### src/rtl/core/rhh_pkg.sv
`timescale 1ns / 1ps
// ----------------------------------------------------------------------------
// rhh_pkg
// Shared constants, codes and pipeline payload types for the RGB/HSV/HSL
// color space converter.
// ----------------------------------------------------------------------------
package rhh_pkg;

  // channel and hue number formats
  localparam int CH_BITS = 12;
  localparam int HUE_BITS = 13;
  localparam int FRAC_BITS = 10;
  localparam logic [CH_BITS-1:0] FULL_SCALE = 12'd4095;
  localparam logic [HUE_BITS-1:0] HUE_FULL = 13'd5760;
  localparam logic [HUE_BITS-1:0] HUE_SECTOR = 13'd960;

  // pipelined divider: quotient bits resolved per stage and stage count
  localparam int NUM_BITS = 2 * CH_BITS;
  localparam int DIV_STEPS = 2;
  localparam int DIV_STAGES = CH_BITS / DIV_STEPS;

  // operation codes
  typedef enum logic [1:0] {
    OP_RGB2HSV = 2'd0,
    OP_RGB2HSL = 2'd1,
    OP_HSV2RGB = 2'd2,
    OP_HSL2RGB = 2'd3
  } op_t;

  // max channel codes
  typedef enum logic [1:0] {
    MAX_RED   = 2'd0,
    MAX_GREEN = 2'd1,
    MAX_BLUE  = 2'd2
  } max_ch_t;

  // sideband from input stage through the first divider
  typedef struct packed {
    op_t                 op;
    logic [CH_BITS-1:0]  alpha;
    logic                undef;
    max_ch_t             ch;
    logic                neg;
    logic [2:0]          sector;
    logic [FRAC_BITS-1:0] frac;
    logic [HUE_BITS-1:0] tval;
  } side_t;

  // sideband through the second divider
  typedef struct packed {
    op_t                 op;
    logic [CH_BITS-1:0]  alpha;
    logic                undef;
    logic [2:0]          sector;
    logic [HUE_BITS-1:0] f1;
    logic [CH_BITS-1:0]  f2;
    logic [CH_BITS-1:0]  f3;
  } mid_t;

endpackage

### src/rtl/core/rhh_stream_if.sv
`timescale 1ns / 1ps
// ----------------------------------------------------------------------------
// rhh_stream_if
// Valid/ready channels carrying one pixel beat in and one result beat out.
// ----------------------------------------------------------------------------
interface rhh_in_if;
  logic        valid;
  logic        ready;
  logic [1:0]  operation;
  logic [12:0] in_first;
  logic [11:0] in_second;
  logic [11:0] in_third;
  logic [11:0] in_alpha;

  modport source (output valid, operation, in_first, in_second, in_third, in_alpha,
                  input ready);
  modport sink (input valid, operation, in_first, in_second, in_third, in_alpha,
                output ready);
endinterface

interface rhh_out_if;
  logic        valid;
  logic        ready;
  logic [12:0] out_first;
  logic [11:0] out_second;
  logic [11:0] out_third;
  logic [11:0] out_alpha;
  logic        hue_undefined;

  modport source (output valid, out_first, out_second, out_third, out_alpha,
                  hue_undefined, input ready);
  modport sink (input valid, out_first, out_second, out_third, out_alpha,
                hue_undefined, output ready);
endinterface

### src/rtl/core/rhh_div.sv
`timescale 1ns / 1ps
// ----------------------------------------------------------------------------
// rhh_div
// Pipelined restoring divider: a 24-bit dividend over a 12-bit divisor with a
// quotient known to fit in 12 bits, two quotient bits per stage.
// ----------------------------------------------------------------------------
module rhh_div (
  input  logic                      clk,
  input  logic                      en,
  input  logic [rhh_pkg::NUM_BITS-1:0] num,
  input  logic [rhh_pkg::CH_BITS-1:0]  den,
  output logic [rhh_pkg::CH_BITS-1:0]  quo
);
  import rhh_pkg::*;

  logic [CH_BITS-1:0] rem_q [DIV_STAGES];
  logic [CH_BITS-1:0] low_q [DIV_STAGES];
  logic [CH_BITS-1:0] den_q [DIV_STAGES];
  logic [CH_BITS-1:0] quo_q [DIV_STAGES];

  genvar g;
  generate
    for (g = 0; g < DIV_STAGES; g++) begin : g_stage
      logic [CH_BITS-1:0] rem_in, low_in, den_in, quo_in;
      logic [CH_BITS-1:0] rem_next, low_next, quo_next;

      // stage inputs
      if (g == 0) begin : g_first
        assign rem_in = num[NUM_BITS-1:CH_BITS];
        assign low_in = num[CH_BITS-1:0];
        assign den_in = den;
        assign quo_in = '0;
      end else begin : g_rest
        assign rem_in = rem_q[g-1];
        assign low_in = low_q[g-1];
        assign den_in = den_q[g-1];
        assign quo_in = quo_q[g-1];
      end

      // shift in a dividend bit, subtract when the divisor fits
      always_comb begin : p_steps
        logic [CH_BITS:0] trial;
        rem_next = rem_in;
        low_next = low_in;
        quo_next = quo_in;
        for (int k = 0; k < DIV_STEPS; k++) begin
          trial = {rem_next, low_next[CH_BITS-1]};
          low_next = {low_next[CH_BITS-2:0], 1'b0};
          if (trial >= {1'b0, den_in}) begin
            trial = trial - {1'b0, den_in};
            quo_next = {quo_next[CH_BITS-2:0], 1'b1};
          end else begin
            quo_next = {quo_next[CH_BITS-2:0], 1'b0};
          end
          rem_next = trial[CH_BITS-1:0];
        end
      end

      always_ff @(posedge clk) begin
        if (en) begin
          rem_q[g] <= rem_next;
          low_q[g] <= low_next;
          den_q[g] <= den_in;
          quo_q[g] <= quo_next;
        end
      end
    end
  endgenerate

  assign quo = quo_q[DIV_STAGES-1];

endmodule

### src/rtl/core/rgb_hsv_hsl_converter_core.sv
`timescale 1ns / 1ps
// ----------------------------------------------------------------------------
// rgb_hsv_hsl_converter_core
// Pixel converter between RGB and HSV or HSL, with rounding dividers.
// ----------------------------------------------------------------------------
// Usage:
//   pixel carries one beat per pixel: operation, three 12/13-bit components
//   and alpha. result returns exactly one beat per pixel, in order, with
//   alpha copied through and hue_undefined set for gray pixels on the
//   forward operations.
//   From pixel beat to result valid a pixel passes the input stage, the
//   multiply stage, a 6-stage hue/saturation divider, a merge stage, a
//   6-stage divider for the inverse sector ramp, and the output register.
//   Throughput is one pixel per clock while result.ready keeps up; every
//   pipeline register advances on one shared enable.
//   When the receiver holds result.ready low with a result waiting, the
//   whole pipeline freezes and pixel.ready drops in the same cycle; nothing
//   is lost or repeated. pixel.ready is high whenever the output register is
//   empty or being drained.
//   Synchronous reset clears all valid bits; data registers are not reset.
// ----------------------------------------------------------------------------
module rgb_hsv_hsl_converter_core (
  input  logic       clk,
  input  logic       rst,
  rhh_in_if.sink     pixel,
  rhh_out_if.source  result
);
  import rhh_pkg::*;

  logic en;

  // global advance: output empty or being taken
  assign en = ~result.valid | result.ready;
  assign pixel.ready = en;

  // --------------------------------------------------------------------------
  // input stage combinational logic
  // --------------------------------------------------------------------------
  logic                 is_fwd, is_hsl;
  logic [CH_BITS-1:0]   r_c, g_c, b_c, mx, mn, c0, p_v, q_v, diff, sden;
  logic [CH_BITS-1:0]   span, mul_a;
  max_ch_t              ch;
  logic [HUE_BITS-1:0]  sum, sum_half, hue_w, hue_rem, two_l;
  logic [2:0]           sector;
  logic [FRAC_BITS-1:0] frac;

  assign is_fwd = ~pixel.operation[1];
  assign is_hsl = pixel.operation[0];

  // forward: max, min, chroma and hue difference
  always_comb begin
    r_c = (pixel.in_first > {1'b0, FULL_SCALE}) ? FULL_SCALE
                                                 : pixel.in_first[CH_BITS-1:0];
    g_c = pixel.in_second;
    b_c = pixel.in_third;
    if (r_c > g_c) begin
      ch = MAX_RED;
      mx = r_c;
    end else begin
      ch = MAX_GREEN;
      mx = g_c;
    end
    if (b_c > mx) begin
      ch = MAX_BLUE;
      mx = b_c;
    end
    mn = (r_c < g_c) ? r_c : g_c;
    if (b_c < mn) mn = b_c;
    c0 = mx - mn;
    case (ch)
      MAX_RED: begin
        p_v = g_c;
        q_v = b_c;
      end
      MAX_GREEN: begin
        p_v = b_c;
        q_v = r_c;
      end
      default: begin
        p_v = r_c;
        q_v = g_c;
      end
    endcase
    diff = (p_v >= q_v) ? (p_v - q_v) : (q_v - p_v);
    sum = {1'b0, mx} + {1'b0, mn};
    sum_half = (sum + 13'd1) >> 1;
    sden = (sum <= {1'b0, FULL_SCALE}) ? sum[CH_BITS-1:0]
                                       : CH_BITS'({FULL_SCALE, 1'b0} - sum);
  end

  // inverse: hue wrap, sector, ramp position and chroma multiplicand
  always_comb begin
    hue_w = (pixel.in_first >= HUE_FULL) ? (pixel.in_first - HUE_FULL)
                                         : pixel.in_first;
    sector = 3'd0;
    hue_rem = hue_w;
    for (int k = 1; k < 6; k++) begin
      if (hue_w >= HUE_BITS'(k * 960)) begin
        sector = 3'(k);
        hue_rem = hue_w - HUE_BITS'(k * 960);
      end
    end
    frac = sector[0] ? FRAC_BITS'(HUE_SECTOR - hue_rem) : hue_rem[FRAC_BITS-1:0];
    two_l = {pixel.in_third, 1'b0};
    span = (two_l <= {1'b0, FULL_SCALE}) ? two_l[CH_BITS-1:0]
                                         : CH_BITS'({FULL_SCALE, 1'b0} - two_l);
    mul_a = is_hsl ? span : pixel.in_third;
  end

  // --------------------------------------------------------------------------
  // stage 0 registers
  // --------------------------------------------------------------------------
  logic               v0;
  logic [CH_BITS-1:0] s0_x, s0_y, s0_dena, s0_c, s0_sden;
  side_t              s0_side;

  always_ff @(posedge clk) begin
    if (rst) begin
      v0 <= 1'b0;
    end else if (en) begin
      v0 <= pixel.valid;
    end
  end

  always_ff @(posedge clk) begin
    if (en) begin
      s0_x    <= is_fwd ? diff : mul_a;
      s0_y    <= is_fwd ? HUE_SECTOR[CH_BITS-1:0] : pixel.in_second;
      s0_dena <= is_fwd ? c0 : FULL_SCALE;
      s0_c    <= c0;
      s0_sden <= is_hsl ? sden : mx;
      s0_side.op     <= op_t'(pixel.operation);
      s0_side.alpha  <= pixel.in_alpha;
      s0_side.undef  <= is_fwd & (c0 == '0);
      s0_side.ch     <= ch;
      s0_side.neg    <= (p_v < q_v);
      s0_side.sector <= sector;
      s0_side.frac   <= frac;
      if (is_fwd) begin
        s0_side.tval <= {1'b0, (is_hsl ? sum_half[CH_BITS-1:0] : mx)};
      end else begin
        s0_side.tval <= is_hsl ? two_l : {1'b0, pixel.in_third};
      end
    end
  end

  // --------------------------------------------------------------------------
  // stage 1: dividends with the rounding half added
  // --------------------------------------------------------------------------
  logic                v1;
  logic [NUM_BITS-1:0] s1_numa, s1_numb;
  logic [CH_BITS-1:0]  s1_dena, s1_denb;
  side_t               s1_side;

  always_ff @(posedge clk) begin
    if (rst) begin
      v1 <= 1'b0;
    end else if (en) begin
      v1 <= v0;
    end
  end

  always_ff @(posedge clk) begin
    if (en) begin
      s1_numa <= (NUM_BITS'(s0_x) * NUM_BITS'(s0_y)) + NUM_BITS'(s0_dena >> 1);
      s1_numb <= ({s0_c, {CH_BITS{1'b0}}} - NUM_BITS'(s0_c)) + NUM_BITS'(s0_sden >> 1);
      s1_dena <= s0_dena;
      s1_denb <= s0_sden;
      s1_side <= s0_side;
    end
  end

  // --------------------------------------------------------------------------
  // first divider pair: hue and saturation, or inverse chroma
  // --------------------------------------------------------------------------
  logic [CH_BITS-1:0] qa, qb;
  logic               va [DIV_STAGES];
  side_t              sa [DIV_STAGES];

  rhh_div u_div_a (.clk(clk), .en(en), .num(s1_numa), .den(s1_dena), .quo(qa));
  rhh_div u_div_b (.clk(clk), .en(en), .num(s1_numb), .den(s1_denb), .quo(qb));

  always_ff @(posedge clk) begin
    if (rst) begin
      for (int i = 0; i < DIV_STAGES; i++) va[i] <= 1'b0;
    end else if (en) begin
      va[0] <= v1;
      for (int i = 1; i < DIV_STAGES; i++) va[i] <= va[i-1];
    end
  end

  always_ff @(posedge clk) begin
    if (en) begin
      sa[0] <= s1_side;
      for (int i = 1; i < DIV_STAGES; i++) sa[i] <= sa[i-1];
    end
  end

  // --------------------------------------------------------------------------
  // merge stage: final hue, or offset and ramp dividend
  // --------------------------------------------------------------------------
  side_t               sl;
  logic [13:0]         base;
  logic signed [14:0]  hs;
  logic [HUE_BITS-1:0] hue;
  logic [13:0]         m_hsl;
  logic [CH_BITS-1:0]  m_val;
  logic [NUM_BITS-1:0] numx;

  assign sl = sa[DIV_STAGES-1];

  always_comb begin
    case (sl.ch)
      MAX_RED:   base = 14'd0;
      MAX_GREEN: base = 14'd1920;
      default:   base = 14'd3840;
    endcase
    if (sl.neg) begin
      hs = $signed({1'b0, base}) - $signed({3'b0, qa});
    end else begin
      hs = $signed({1'b0, base}) + $signed({3'b0, qa});
    end
    if (hs < 0) begin
      hs = hs + 15'sd5760;
    end else if (hs >= 15'sd5760) begin
      hs = hs - 15'sd5760;
    end
    hue = hs[HUE_BITS-1:0];
    m_hsl = ({1'b0, sl.tval} - {2'b0, qa} + 14'd1) >> 1;
    m_val = sl.op[0] ? m_hsl[CH_BITS-1:0] : (sl.tval[CH_BITS-1:0] - qa);
    numx = (NUM_BITS'(qa) * NUM_BITS'(sl.frac)) + NUM_BITS'(HUE_SECTOR >> 1);
  end

  logic                vm;
  logic [NUM_BITS-1:0] m_numx;
  mid_t                m_side;

  always_ff @(posedge clk) begin
    if (rst) begin
      vm <= 1'b0;
    end else if (en) begin
      vm <= va[DIV_STAGES-1];
    end
  end

  always_ff @(posedge clk) begin
    if (en) begin
      m_numx        <= numx;
      m_side.op     <= sl.op;
      m_side.alpha  <= sl.alpha;
      m_side.undef  <= sl.undef;
      m_side.sector <= sl.sector;
      if (~sl.op[1]) begin
        m_side.f1 <= sl.undef ? '0 : hue;
        m_side.f2 <= sl.undef ? '0 : qb;
        m_side.f3 <= sl.tval[CH_BITS-1:0];
      end else begin
        m_side.f1 <= '0;
        m_side.f2 <= qa;
        m_side.f3 <= m_val;
      end
    end
  end

  // --------------------------------------------------------------------------
  // second divider: inverse ramp value
  // --------------------------------------------------------------------------
  logic [CH_BITS-1:0] qx;
  logic               vb [DIV_STAGES];
  mid_t               mb [DIV_STAGES];

  rhh_div u_div_x (.clk(clk), .en(en), .num(m_numx),
                   .den(HUE_SECTOR[CH_BITS-1:0]), .quo(qx));

  always_ff @(posedge clk) begin
    if (rst) begin
      for (int i = 0; i < DIV_STAGES; i++) vb[i] <= 1'b0;
    end else if (en) begin
      vb[0] <= vm;
      for (int i = 1; i < DIV_STAGES; i++) vb[i] <= vb[i-1];
    end
  end

  always_ff @(posedge clk) begin
    if (en) begin
      mb[0] <= m_side;
      for (int i = 1; i < DIV_STAGES; i++) mb[i] <= mb[i-1];
    end
  end

  // --------------------------------------------------------------------------
  // output composition: sector permutation plus offset, saturated
  // --------------------------------------------------------------------------
  mid_t               ml;
  logic [CH_BITS-1:0] pr, pg, pb, cc;
  logic [CH_BITS:0]   sr, sg, sb;

  assign ml = mb[DIV_STAGES-1];
  assign cc = ml.f2;

  always_comb begin
    case (ml.sector)
      3'd0: begin
        pr = cc; pg = qx; pb = '0;
      end
      3'd1: begin
        pr = qx; pg = cc; pb = '0;
      end
      3'd2: begin
        pr = '0; pg = cc; pb = qx;
      end
      3'd3: begin
        pr = '0; pg = qx; pb = cc;
      end
      3'd4: begin
        pr = qx; pg = '0; pb = cc;
      end
      default: begin
        pr = cc; pg = '0; pb = qx;
      end
    endcase
    sr = {1'b0, pr} + {1'b0, ml.f3};
    sg = {1'b0, pg} + {1'b0, ml.f3};
    sb = {1'b0, pb} + {1'b0, ml.f3};
  end

  // output register
  always_ff @(posedge clk) begin
    if (rst) begin
      result.valid <= 1'b0;
    end else if (en) begin
      result.valid <= vb[DIV_STAGES-1];
    end
  end

  always_ff @(posedge clk) begin
    if (en) begin
      result.out_alpha     <= ml.alpha;
      result.hue_undefined <= ml.undef;
      if (~ml.op[1]) begin
        result.out_first  <= ml.f1;
        result.out_second <= ml.f2;
        result.out_third  <= ml.f3;
      end else begin
        result.out_first  <= {1'b0, (sr[CH_BITS] ? FULL_SCALE : sr[CH_BITS-1:0])};
        result.out_second <= sg[CH_BITS] ? FULL_SCALE : sg[CH_BITS-1:0];
        result.out_third  <= sb[CH_BITS] ? FULL_SCALE : sb[CH_BITS-1:0];
      end
    end
  end

endmodule

### src/flat_wrapper.sv
// flat-port wrapper written by rule: the top's interface ports become plain ports
module rgb_hsv_hsl_converter_core_flat import rhh_pkg::*;
  (clk, rst, pixel_valid, pixel_operation, pixel_in_first, pixel_in_second, pixel_in_third, pixel_in_alpha, pixel_ready, result_valid, result_out_first, result_out_second, result_out_third, result_out_alpha, result_hue_undefined, result_ready);
  rhh_in_if pixel_i ();
  rhh_out_if result_i ();
  input  logic clk;
  input  logic rst;
  input wire logic [$bits(pixel_i.valid)-1:0] pixel_valid;
  input wire logic [$bits(pixel_i.operation)-1:0] pixel_operation;
  input wire logic [$bits(pixel_i.in_first)-1:0] pixel_in_first;
  input wire logic [$bits(pixel_i.in_second)-1:0] pixel_in_second;
  input wire logic [$bits(pixel_i.in_third)-1:0] pixel_in_third;
  input wire logic [$bits(pixel_i.in_alpha)-1:0] pixel_in_alpha;
  output wire logic [$bits(pixel_i.ready)-1:0] pixel_ready;
  output wire logic [$bits(result_i.valid)-1:0] result_valid;
  output wire logic [$bits(result_i.out_first)-1:0] result_out_first;
  output wire logic [$bits(result_i.out_second)-1:0] result_out_second;
  output wire logic [$bits(result_i.out_third)-1:0] result_out_third;
  output wire logic [$bits(result_i.out_alpha)-1:0] result_out_alpha;
  output wire logic [$bits(result_i.hue_undefined)-1:0] result_hue_undefined;
  input wire logic [$bits(result_i.ready)-1:0] result_ready;
  assign pixel_i.valid = pixel_valid;
  assign pixel_i.operation = pixel_operation;
  assign pixel_i.in_first = pixel_in_first;
  assign pixel_i.in_second = pixel_in_second;
  assign pixel_i.in_third = pixel_in_third;
  assign pixel_i.in_alpha = pixel_in_alpha;
  assign pixel_ready = pixel_i.ready;
  assign result_valid = result_i.valid;
  assign result_out_first = result_i.out_first;
  assign result_out_second = result_i.out_second;
  assign result_out_third = result_i.out_third;
  assign result_out_alpha = result_i.out_alpha;
  assign result_hue_undefined = result_i.hue_undefined;
  assign result_i.ready = result_ready;
  rgb_hsv_hsl_converter_core u_core (.clk(clk), .rst(rst), .pixel(pixel_i), .result(result_i));
endmodule
### config.mk
export PLATFORM = sky130hd
export DESIGN_NAME = rgb_hsv_hsl_converter_core_flat
export DESIGN_NICKNAME = d
export VERILOG_FILES = /design/src/rtl/core/rhh_pkg.sv /design/src/rtl/core/rhh_stream_if.sv /design/src/rtl/core/rhh_div.sv /design/src/rtl/core/rgb_hsv_hsl_converter_core.sv /design/src/flat_wrapper.sv
export SDC_FILE = /design/constraint.sdc
export NUM_CORES = 2
export LEC_CHECK = 0
export BUFFER_PORTS_ARGS = -buffer_cell sky130_fd_sc_hd__buf_2
export CAP_MARGIN = 0
export CORE_ASPECT_RATIO = 1.2
export CORE_MARGIN = 2
export CORE_UTILIZATION = 65
export DETAILED_ROUTE_END_ITERATION = 10
export PLACE_DENSITY = 0.82
export SYNTH_ARGS = -nofsm -noshare
export SYNTH_HDL_FRONTEND = slang
export SYNTH_HIERARCHICAL = 1
export SYNTH_SLANG_ARGS = --single-unit
### constraint.sdc
create_clock -name clk -period 73.7 [get_ports clk]
set_input_delay 3.685 -clock clk [delete_from_list [all_inputs] [get_ports clk]]
set_output_delay 3.685 -clock clk [all_outputs]
set_load 0.02 [all_outputs]
* Word level (Yosys, flattened, before mapping)
Memory sizes are Yosys's and may differ from the RTL's. A register that Yosys moved wholly into a read port is not among the register bits.
Cells that the tools add are included.
** Word-level totals
- Flip-flop bits (word level) :: 350
- Bits in writable memories :: 1434
- Output and inout bits :: 52
- Memories kept :: 16
** Memory list
- u_core.mb :: depth 6, width 55, rd ports 6, clocked after Yosys merged registers in 0, wr ports 6, line rgb_hsv_hsl_converter_core.sv:270 : mid_t mb [DIV_STAGES];
- u_core.sa :: depth 6, width 44, rd ports 6, clocked after Yosys merged registers in 0, wr ports 6, line rgb_hsv_hsl_converter_core.sv:178 : side_t sa [DIV_STAGES];
- u_core.u_div_a.den_q :: depth 6, width 12, rd ports 5, clocked after Yosys merged registers in 0, wr ports 6, line rhh_div.sv:18 : logic [CH_BITS-1:0] den_q [DIV_STAGES];
- u_core.u_div_a.quo_q :: depth 6, width 12, rd ports 6, clocked after Yosys merged registers in 0, wr ports 6, line rhh_div.sv:19 : logic [CH_BITS-1:0] quo_q [DIV_STAGES];
- u_core.u_div_a.rem_q :: depth 6, width 12, rd ports 5, clocked after Yosys merged registers in 0, wr ports 6, line rhh_div.sv:16 : logic [CH_BITS-1:0] rem_q [DIV_STAGES];
- u_core.u_div_b.den_q :: depth 6, width 12, rd ports 5, clocked after Yosys merged registers in 0, wr ports 6, line rhh_div.sv:18
- 10 more memories
** Operators by class
- Add/sub/neg operators :: 64
- Multiply operators :: 2
- $lt $le $gt $ge :: 53
- Equal/unequal tests :: 6
- Muxes and demuxes :: 136
- Bitwise operators :: 16
- Reduce and logical (&&, ||, !) cells :: 13
** Operators by type and width (count)
- 12-bit two-way mux :: 58
- 12-bit subtractor :: 38
- 13-bit by 12-bit greater-or-equal comparator with 1-bit output :: 34
- 12-bit case mux with 2 select lines :: 6
- 12-bit by 12-bit adder with 13-bit output :: 5
- 10-bit two-way mux :: 6
- 1-bit two-way mux :: 58
- 10-bit subtractor, second input constant :: 5
- 24-bit by 11-bit adder with 24-bit output :: 2
- 13-bit two-way mux :: 3
- 12-bit < comparator :: 3
- 13-bit by 1-bit adder with 13-bit output, second input constant :: 2
- 13-bit by 10-bit greater-or-equal comparator with 1-bit output, second input constant :: 2
- 13-bit by 12-bit greater-or-equal comparator with 1-bit output, second input constant :: 2
- 13-bit greater-or-equal comparator, second input constant :: 2
- 13-bit by 12-bit <= comparator with 1-bit output, second input constant :: 2
- 13-bit subtractor, second input constant :: 2
- 12-bit > comparator :: 2
- 12-bit by 12-bit multiplier with 24-bit output :: 1
- 24-bit two-way mux :: 1
- 12-bit by 10-bit subtractor with 12-bit output, second input constant :: 2
- 12-bit subtractor, first input constant :: 2
- 24-bit by 12-bit subtractor with 24-bit output :: 1
- 22-bit by 9-bit adder with 23-bit output, second input constant :: 1
- 25 further kinds :: 50

* Depth between registers and ports, before layout
- Word-level depth :: 11
- Mapped depth :: 40
- Depth with buffers taken out :: 36

* By module
Netlist, hierarchy kept.
** By module, submodules not included
- rgb_hsv_hsl_converter_core :: times used 1, cells an instance 3823, area an instance 49900.4 um^2, seq. area each 28517.4 um^2
- rhh_div (u_core.u_div_a ...) :: times used 2, cells an instance 1253, area an instance 13489.2 um^2, seq. area each 5765.5 um^2
- rhh_div (u_core.u_div_x) :: times used 1, cells an instance 1213, area an instance 13386.6 um^2, seq. area each 5765.5 um^2

* Least setup slack after synthesis
Ideal clock, no wire load.
- Path type :: input-to-output
- Start point :: input result_ready
- End point :: output pixel_ready
- Arrival :: 32935 ps
- Data required time :: 70015 ps
- Slack :: 37080 ps
- Stages :: 3
- Path buffers :: 1
- Cell sequence :: nor2b_1 > clkbuf_1 > inv_1
** Between the ends
- Longest elaborated chain between the ends :: 1
** RTL lines
- from (decl) :: line flat_wrapper.sv:21 : input wire logic [$bits(result_i.ready)-1:0] result_ready;
- 1-bit bitwise OR :: line rgb_hsv_hsl_converter_core.sv:33 : assign en = ~result.valid | result.ready;
- to (decl) :: line flat_wrapper.sv:14 : output wire logic [$bits(pixel_i.ready)-1:0] pixel_ready;
No other way between the ends.

* Worst setup path in the final report
- Start point :: input pixel_in_first[1]
- End point :: register u_core/s0_side[11] in the netlist's numbering (data pin)
** Between the ends
- Longest elaborated chain between the ends :: 10
- Elaborated cells on any way between the ends :: 14
** RTL lines
- from (decl) :: line flat_wrapper.sv:10 : input wire logic [$bits(pixel_i.in_first)-1:0] pixel_in_first;
- 13-bit by 12-bit > comparator with 1-bit output :: line rgb_hsv_hsl_converter_core.sv:52 : r_c = (pixel.in_first > {1'b0, FULL_SCALE}) ? FULL_SCALE
- 12-bit two-way mux (*) :: line rgb_hsv_hsl_converter_core.sv:52
- 12-bit > comparator or 12-bit < comparator (tied branches) :: line rgb_hsv_hsl_converter_core.sv:56, rgb_hsv_hsl_converter_core.sv:67
- 12-bit two-way mux, on equally long branches :: line rgb_hsv_hsl_converter_core.sv:56, rgb_hsv_hsl_converter_core.sv:67
- 12-bit > comparator or 12-bit < comparator (tied branches) :: line rgb_hsv_hsl_converter_core.sv:63, rgb_hsv_hsl_converter_core.sv:68
- 12-bit two-way mux, on equally long branches :: line rgb_hsv_hsl_converter_core.sv:63, rgb_hsv_hsl_converter_core.sv:68
- 12-bit by 12-bit adder with 13-bit output :: line rgb_hsv_hsl_converter_core.sv:85 : sum = {1'b0, mx} + {1'b0, mn};
- 13-bit by 1-bit adder with 13-bit output :: line rgb_hsv_hsl_converter_core.sv:86 : sum_half = (sum + 13'd1) >> 1;
- 12-bit two-way mux (*) :: line rgb_hsv_hsl_converter_core.sv:140 : s0_side.tval <= {1'b0, (is_hsl ? sum_half[CH_BITS-1:0] : mx)};
- 12-bit two-way mux (*) :: line rgb_hsv_hsl_converter_core.sv:139 : if (is_fwd) begin
- to (decl) :: line rgb_hsv_hsl_converter_core.sv:115 : side_t s0_side;
Every way passes the cells marked *; elsewhere a longest branch is shown, timed or not.
A chain may end at the register's enable or synchronous reset.

==> flow_summary.json <==
{
  "drive_gt1_share_pct": 9.62,
  "vias_per_cell": 6.05,
  "setup_viol": 0,
  "drc_errors": 0,
  "startpoint_type": "primary input",
  "hpwl_mm": 137,
  "ys.flop_type": "edfxtp_1",
  "yosys.area.top_type": "edfxtp_1",
  "final_cell_mix": "1523 x edfxtp_1, 749 x ha_1, 733 x inv_1",
  "gr-usage-all-layers_pct": 27.2,
  "grt_remaining_overflow": 0,
  "dr.pass1.iters": 6,
  "fmax_ghz": 0.0858,
  "post-cts-setup-buffers": 0,
  "cp.depth": 33,
  "critPathSlowestCell": "a221oi_1",
  "path_class": "in2reg",
  "final_common_cell": "edfxtp_1",
  "r2r-end": "u_core/m_numx[20]",
  "ant_nets": 0,
  "ys_warn_count": 6,
  "hold_buffers": 0,
  "initial_core_util_pct": 65.6,
  "wl_met2_mm": 99.7,
  "cts_buffers": 147,
  "finalHoldViolations": 0,
  "holdCritStartpoint": "u_core/mb[0][19]",
  "status": "completed",
  "port_buffers": 106,
  "regArea_um2": 45800,
  "grt_pass1_wl_mm": 306,
  "syn_area_um2": 90300,
  "cp.arrival_ns": 12.22,
  "grt_pass1_vias": 59300,
  "worstSkewPairLatency_ns": 0.84,
  "async_flop_share_pct": 0,
  "worst_ep_required_time_ns": 74.26,
  "drt_iter0_drc": 4491,
  "hold_path_depth": 0,
  "rows": 149,
  "synth_area_leaders": "edfxtp_1 51%, ha_1 10%, fa_1 5.5%",
  "wl_met1_mm": 73.5,
  "chipWidth_um": 344,
  "routabilityCongestion": 0.936,
  "nets": 8723,
  "critical-path-top-delay-family": "simple AND/OR/NAND/NOR gates",
  "rsz0062_at_grt": "no",
  "multi_input_area_um2": 41000,
  "hp-class": "reg2reg",
  "dr_total_vias": 58100,
  "htreeDepth": 4,
  "r2r.worst_path.cells": 16,
  "min_to": "u_core/mb[1][19]",
  "synth_seq_cells": 1527,
  "tns_ns": 0,
  "avgSynthCellArea_um2": 12.0,
  "setup.worst_path.end_class": "register",
  "cts_root_buffer": "clkbuf_16",
  "grt_max_degree": 215,
  "r2r_start": "u_core/u_div_a/quo_q[5][3]",
  "synth_cells": 7542,
  "slew_viol_final": 0,
  "wl_met3_mm": 8.28,
  "crit_buf_inv": 5,
  "core_um2": 138000,
  "wl_per_cell_um": 19.9,
  "fillerInstances": 9165,
  "critPathMaxFanout": 71,
  "pin_count": 107,
  "cts.sinks": 1527,
  "path_clk_slew_ns": 0.07,
  "period_needed_ns": 11.65,
  "clockBufferDepth": 3,
  "synth-edff-count": 1523,
  "cts_tree": "built",
  "skew_ns": 0.0484,
  "die_h_um": 412,
  "relSlewSlack_pct": 6.13,
  "maxCapViolations": 0,
  "reg2reg_slack_ns": 67.13,
  "syn2layout_area_growth_pct": 8.40,
  "cp_slowest_stage_delay_ns": 0.67,
  "synth_cell_type_count": 95,
  "critPathMostFrequentCell": "nor2_1",
  "tightestPinTransition_ns": 1.40,
  "yosysSeqAreaShare_pct": 50.8,
  "post_cts_resized": 0,
  "die_area_um2": 142000,
  "antenna_found_initial": 8,
  "wirelength_mm": 191,
  "routed.top_layer": "met5",
  "fin_crit_sh_pct": 15.8,
  "synth_top_area_share_pct": 50.7,
  "antenna_cells": 0
}
sequential cells by signal, summed over array words and instances, names as in the netlist, 24 cells and up:
register,flops
u_core/s1_numb,24
u_core/s0_side,44
u_core/u_div_a/den_q,60
u_core/s1_numa,24
u_core/u_div_x/low_q,30
u_core/u_div_x/quo_q,42
u_core/u_div_b/low_q,30
u_core/u_div_b/den_q,60
u_core/mb,324
u_core/sa,264
u_core/u_div_b/quo_q,42
u_core/s1_side,44
u_core/m_side,54
u_core/u_div_a/rem_q,60
u_core/u_div_a/quo_q,42
u_core/u_div_b/rem_q,60
u_core/u_div_x/rem_q,60
u_core/u_div_a/low_q,30
u_core/u_div_x/den_q,60
area by class of cell:
class	instances	share of cell area [%]
clock inverters	99	1.26
flip-flops and latches	1527	46.8
inverters	738	2.84
well taps	1812	2.32
repair buffers	159	0.974
multi-input cells	5100	41.9
clock buffers	173	3.86
worst register-to-register path: cells and delay by family (launching register included):
kind | cells | cell delay, ns
buffers and inverters | 1 | 0.06
AND/OR/NAND/NOR | 3 | 1.15
AO/OA/AOI/OAI | 5 | 1.24
XOR/XNOR | 1 | 0.11
flip-flops | 1 | 0.89
adder cells (fa/ha/maj) | 6 | 2.84
layer usage:
layer	global-route usage, %	up-vias
met5	0	-
met4	13.6	16
met3	3.47	526
met2	49.4	1798
met1	31.6	28100
li1	-	27600
Yosys cell counts (all sizes together) (14+ instances only):
library cell / number
o221ai: 17
a21oi: 425
a21o: 137
edfxtp: 1523
o21bai: 47
nand2b: 67
o21ai: 322
a221o: 18
nor2b: 106
nand3: 82
nor4: 27
a221oi: 16
o41ai: 22
or3: 31
o31a: 28
a22o: 14
a31o: 16
a31oi: 33
mux2i: 88
nor3: 144
a21boi: 39
o211ai: 41
o21a: 86
nand4: 76
nand2: 499
and3: 29
xnor2: 300
a211oi: 56
ha: 749
nor2: 450
nand3b: 14
or2: 40
inv: 738
buf: 31
o31ai: 41
fa: 246
o22a: 34
mux2: 270
clkbuf: 171
xor2: 141
and2: 133
worst max-delay path by stage:
stage | start | end | slack [ns]
2_1_floorplan | result_ready | pixel_ready | 37.08
3_3_place_gp | pixel_in_first[1] | u_core/s0_sden[8] | 61.50
3_5_place_dp | pixel_in_first[1] | u_core/s0_side[11] | 61.38
4_1_cts | pixel_in_first[1] | u_core/s0_sden[8] | 62.26
5_1_grt | pixel_in_first[0] | u_core/s0_side[11] | 61.51
6_report | pixel_in_first[1] | u_core/s0_side[11] | 62.05
metrics by stage:
stage,setup WS (ns),instance area (um2),hold slack [ns],util [%],std cells
floorplan,37.08,90400,0.400,-,7567
global placement,61.50,92800,0.400,67.5,9336
detailed placement,61.38,92800,0.405,67.5,9336
CTS,62.26,97800,0.388,71.1,9608
global route,61.51,97800,0.403,71.1,9608
finish,62.05,97800,0.389,71.1,9608
cells by family (layout without fill, tap and decap cells):
family / Yosys count / count (layout) / synth area share, %
simple gates: 1744 / 1744 / 9.28
flops: 1527 / 1527 / 50.8
compound gates: 1526 / 1526 / 11.2
fa+ha+maj: 995 / 995 / 15.8
buf+inv: 940 / 1169 / 3.96
xor+xnor: 441 / 441 / 4.28
mux: 367 / 367 / 4.67
other cells: 2 / 27 / 0.00832
Power is not shown: default switching activity piles up to over one toggle a cycle in this logic, so the estimate is an artifact.
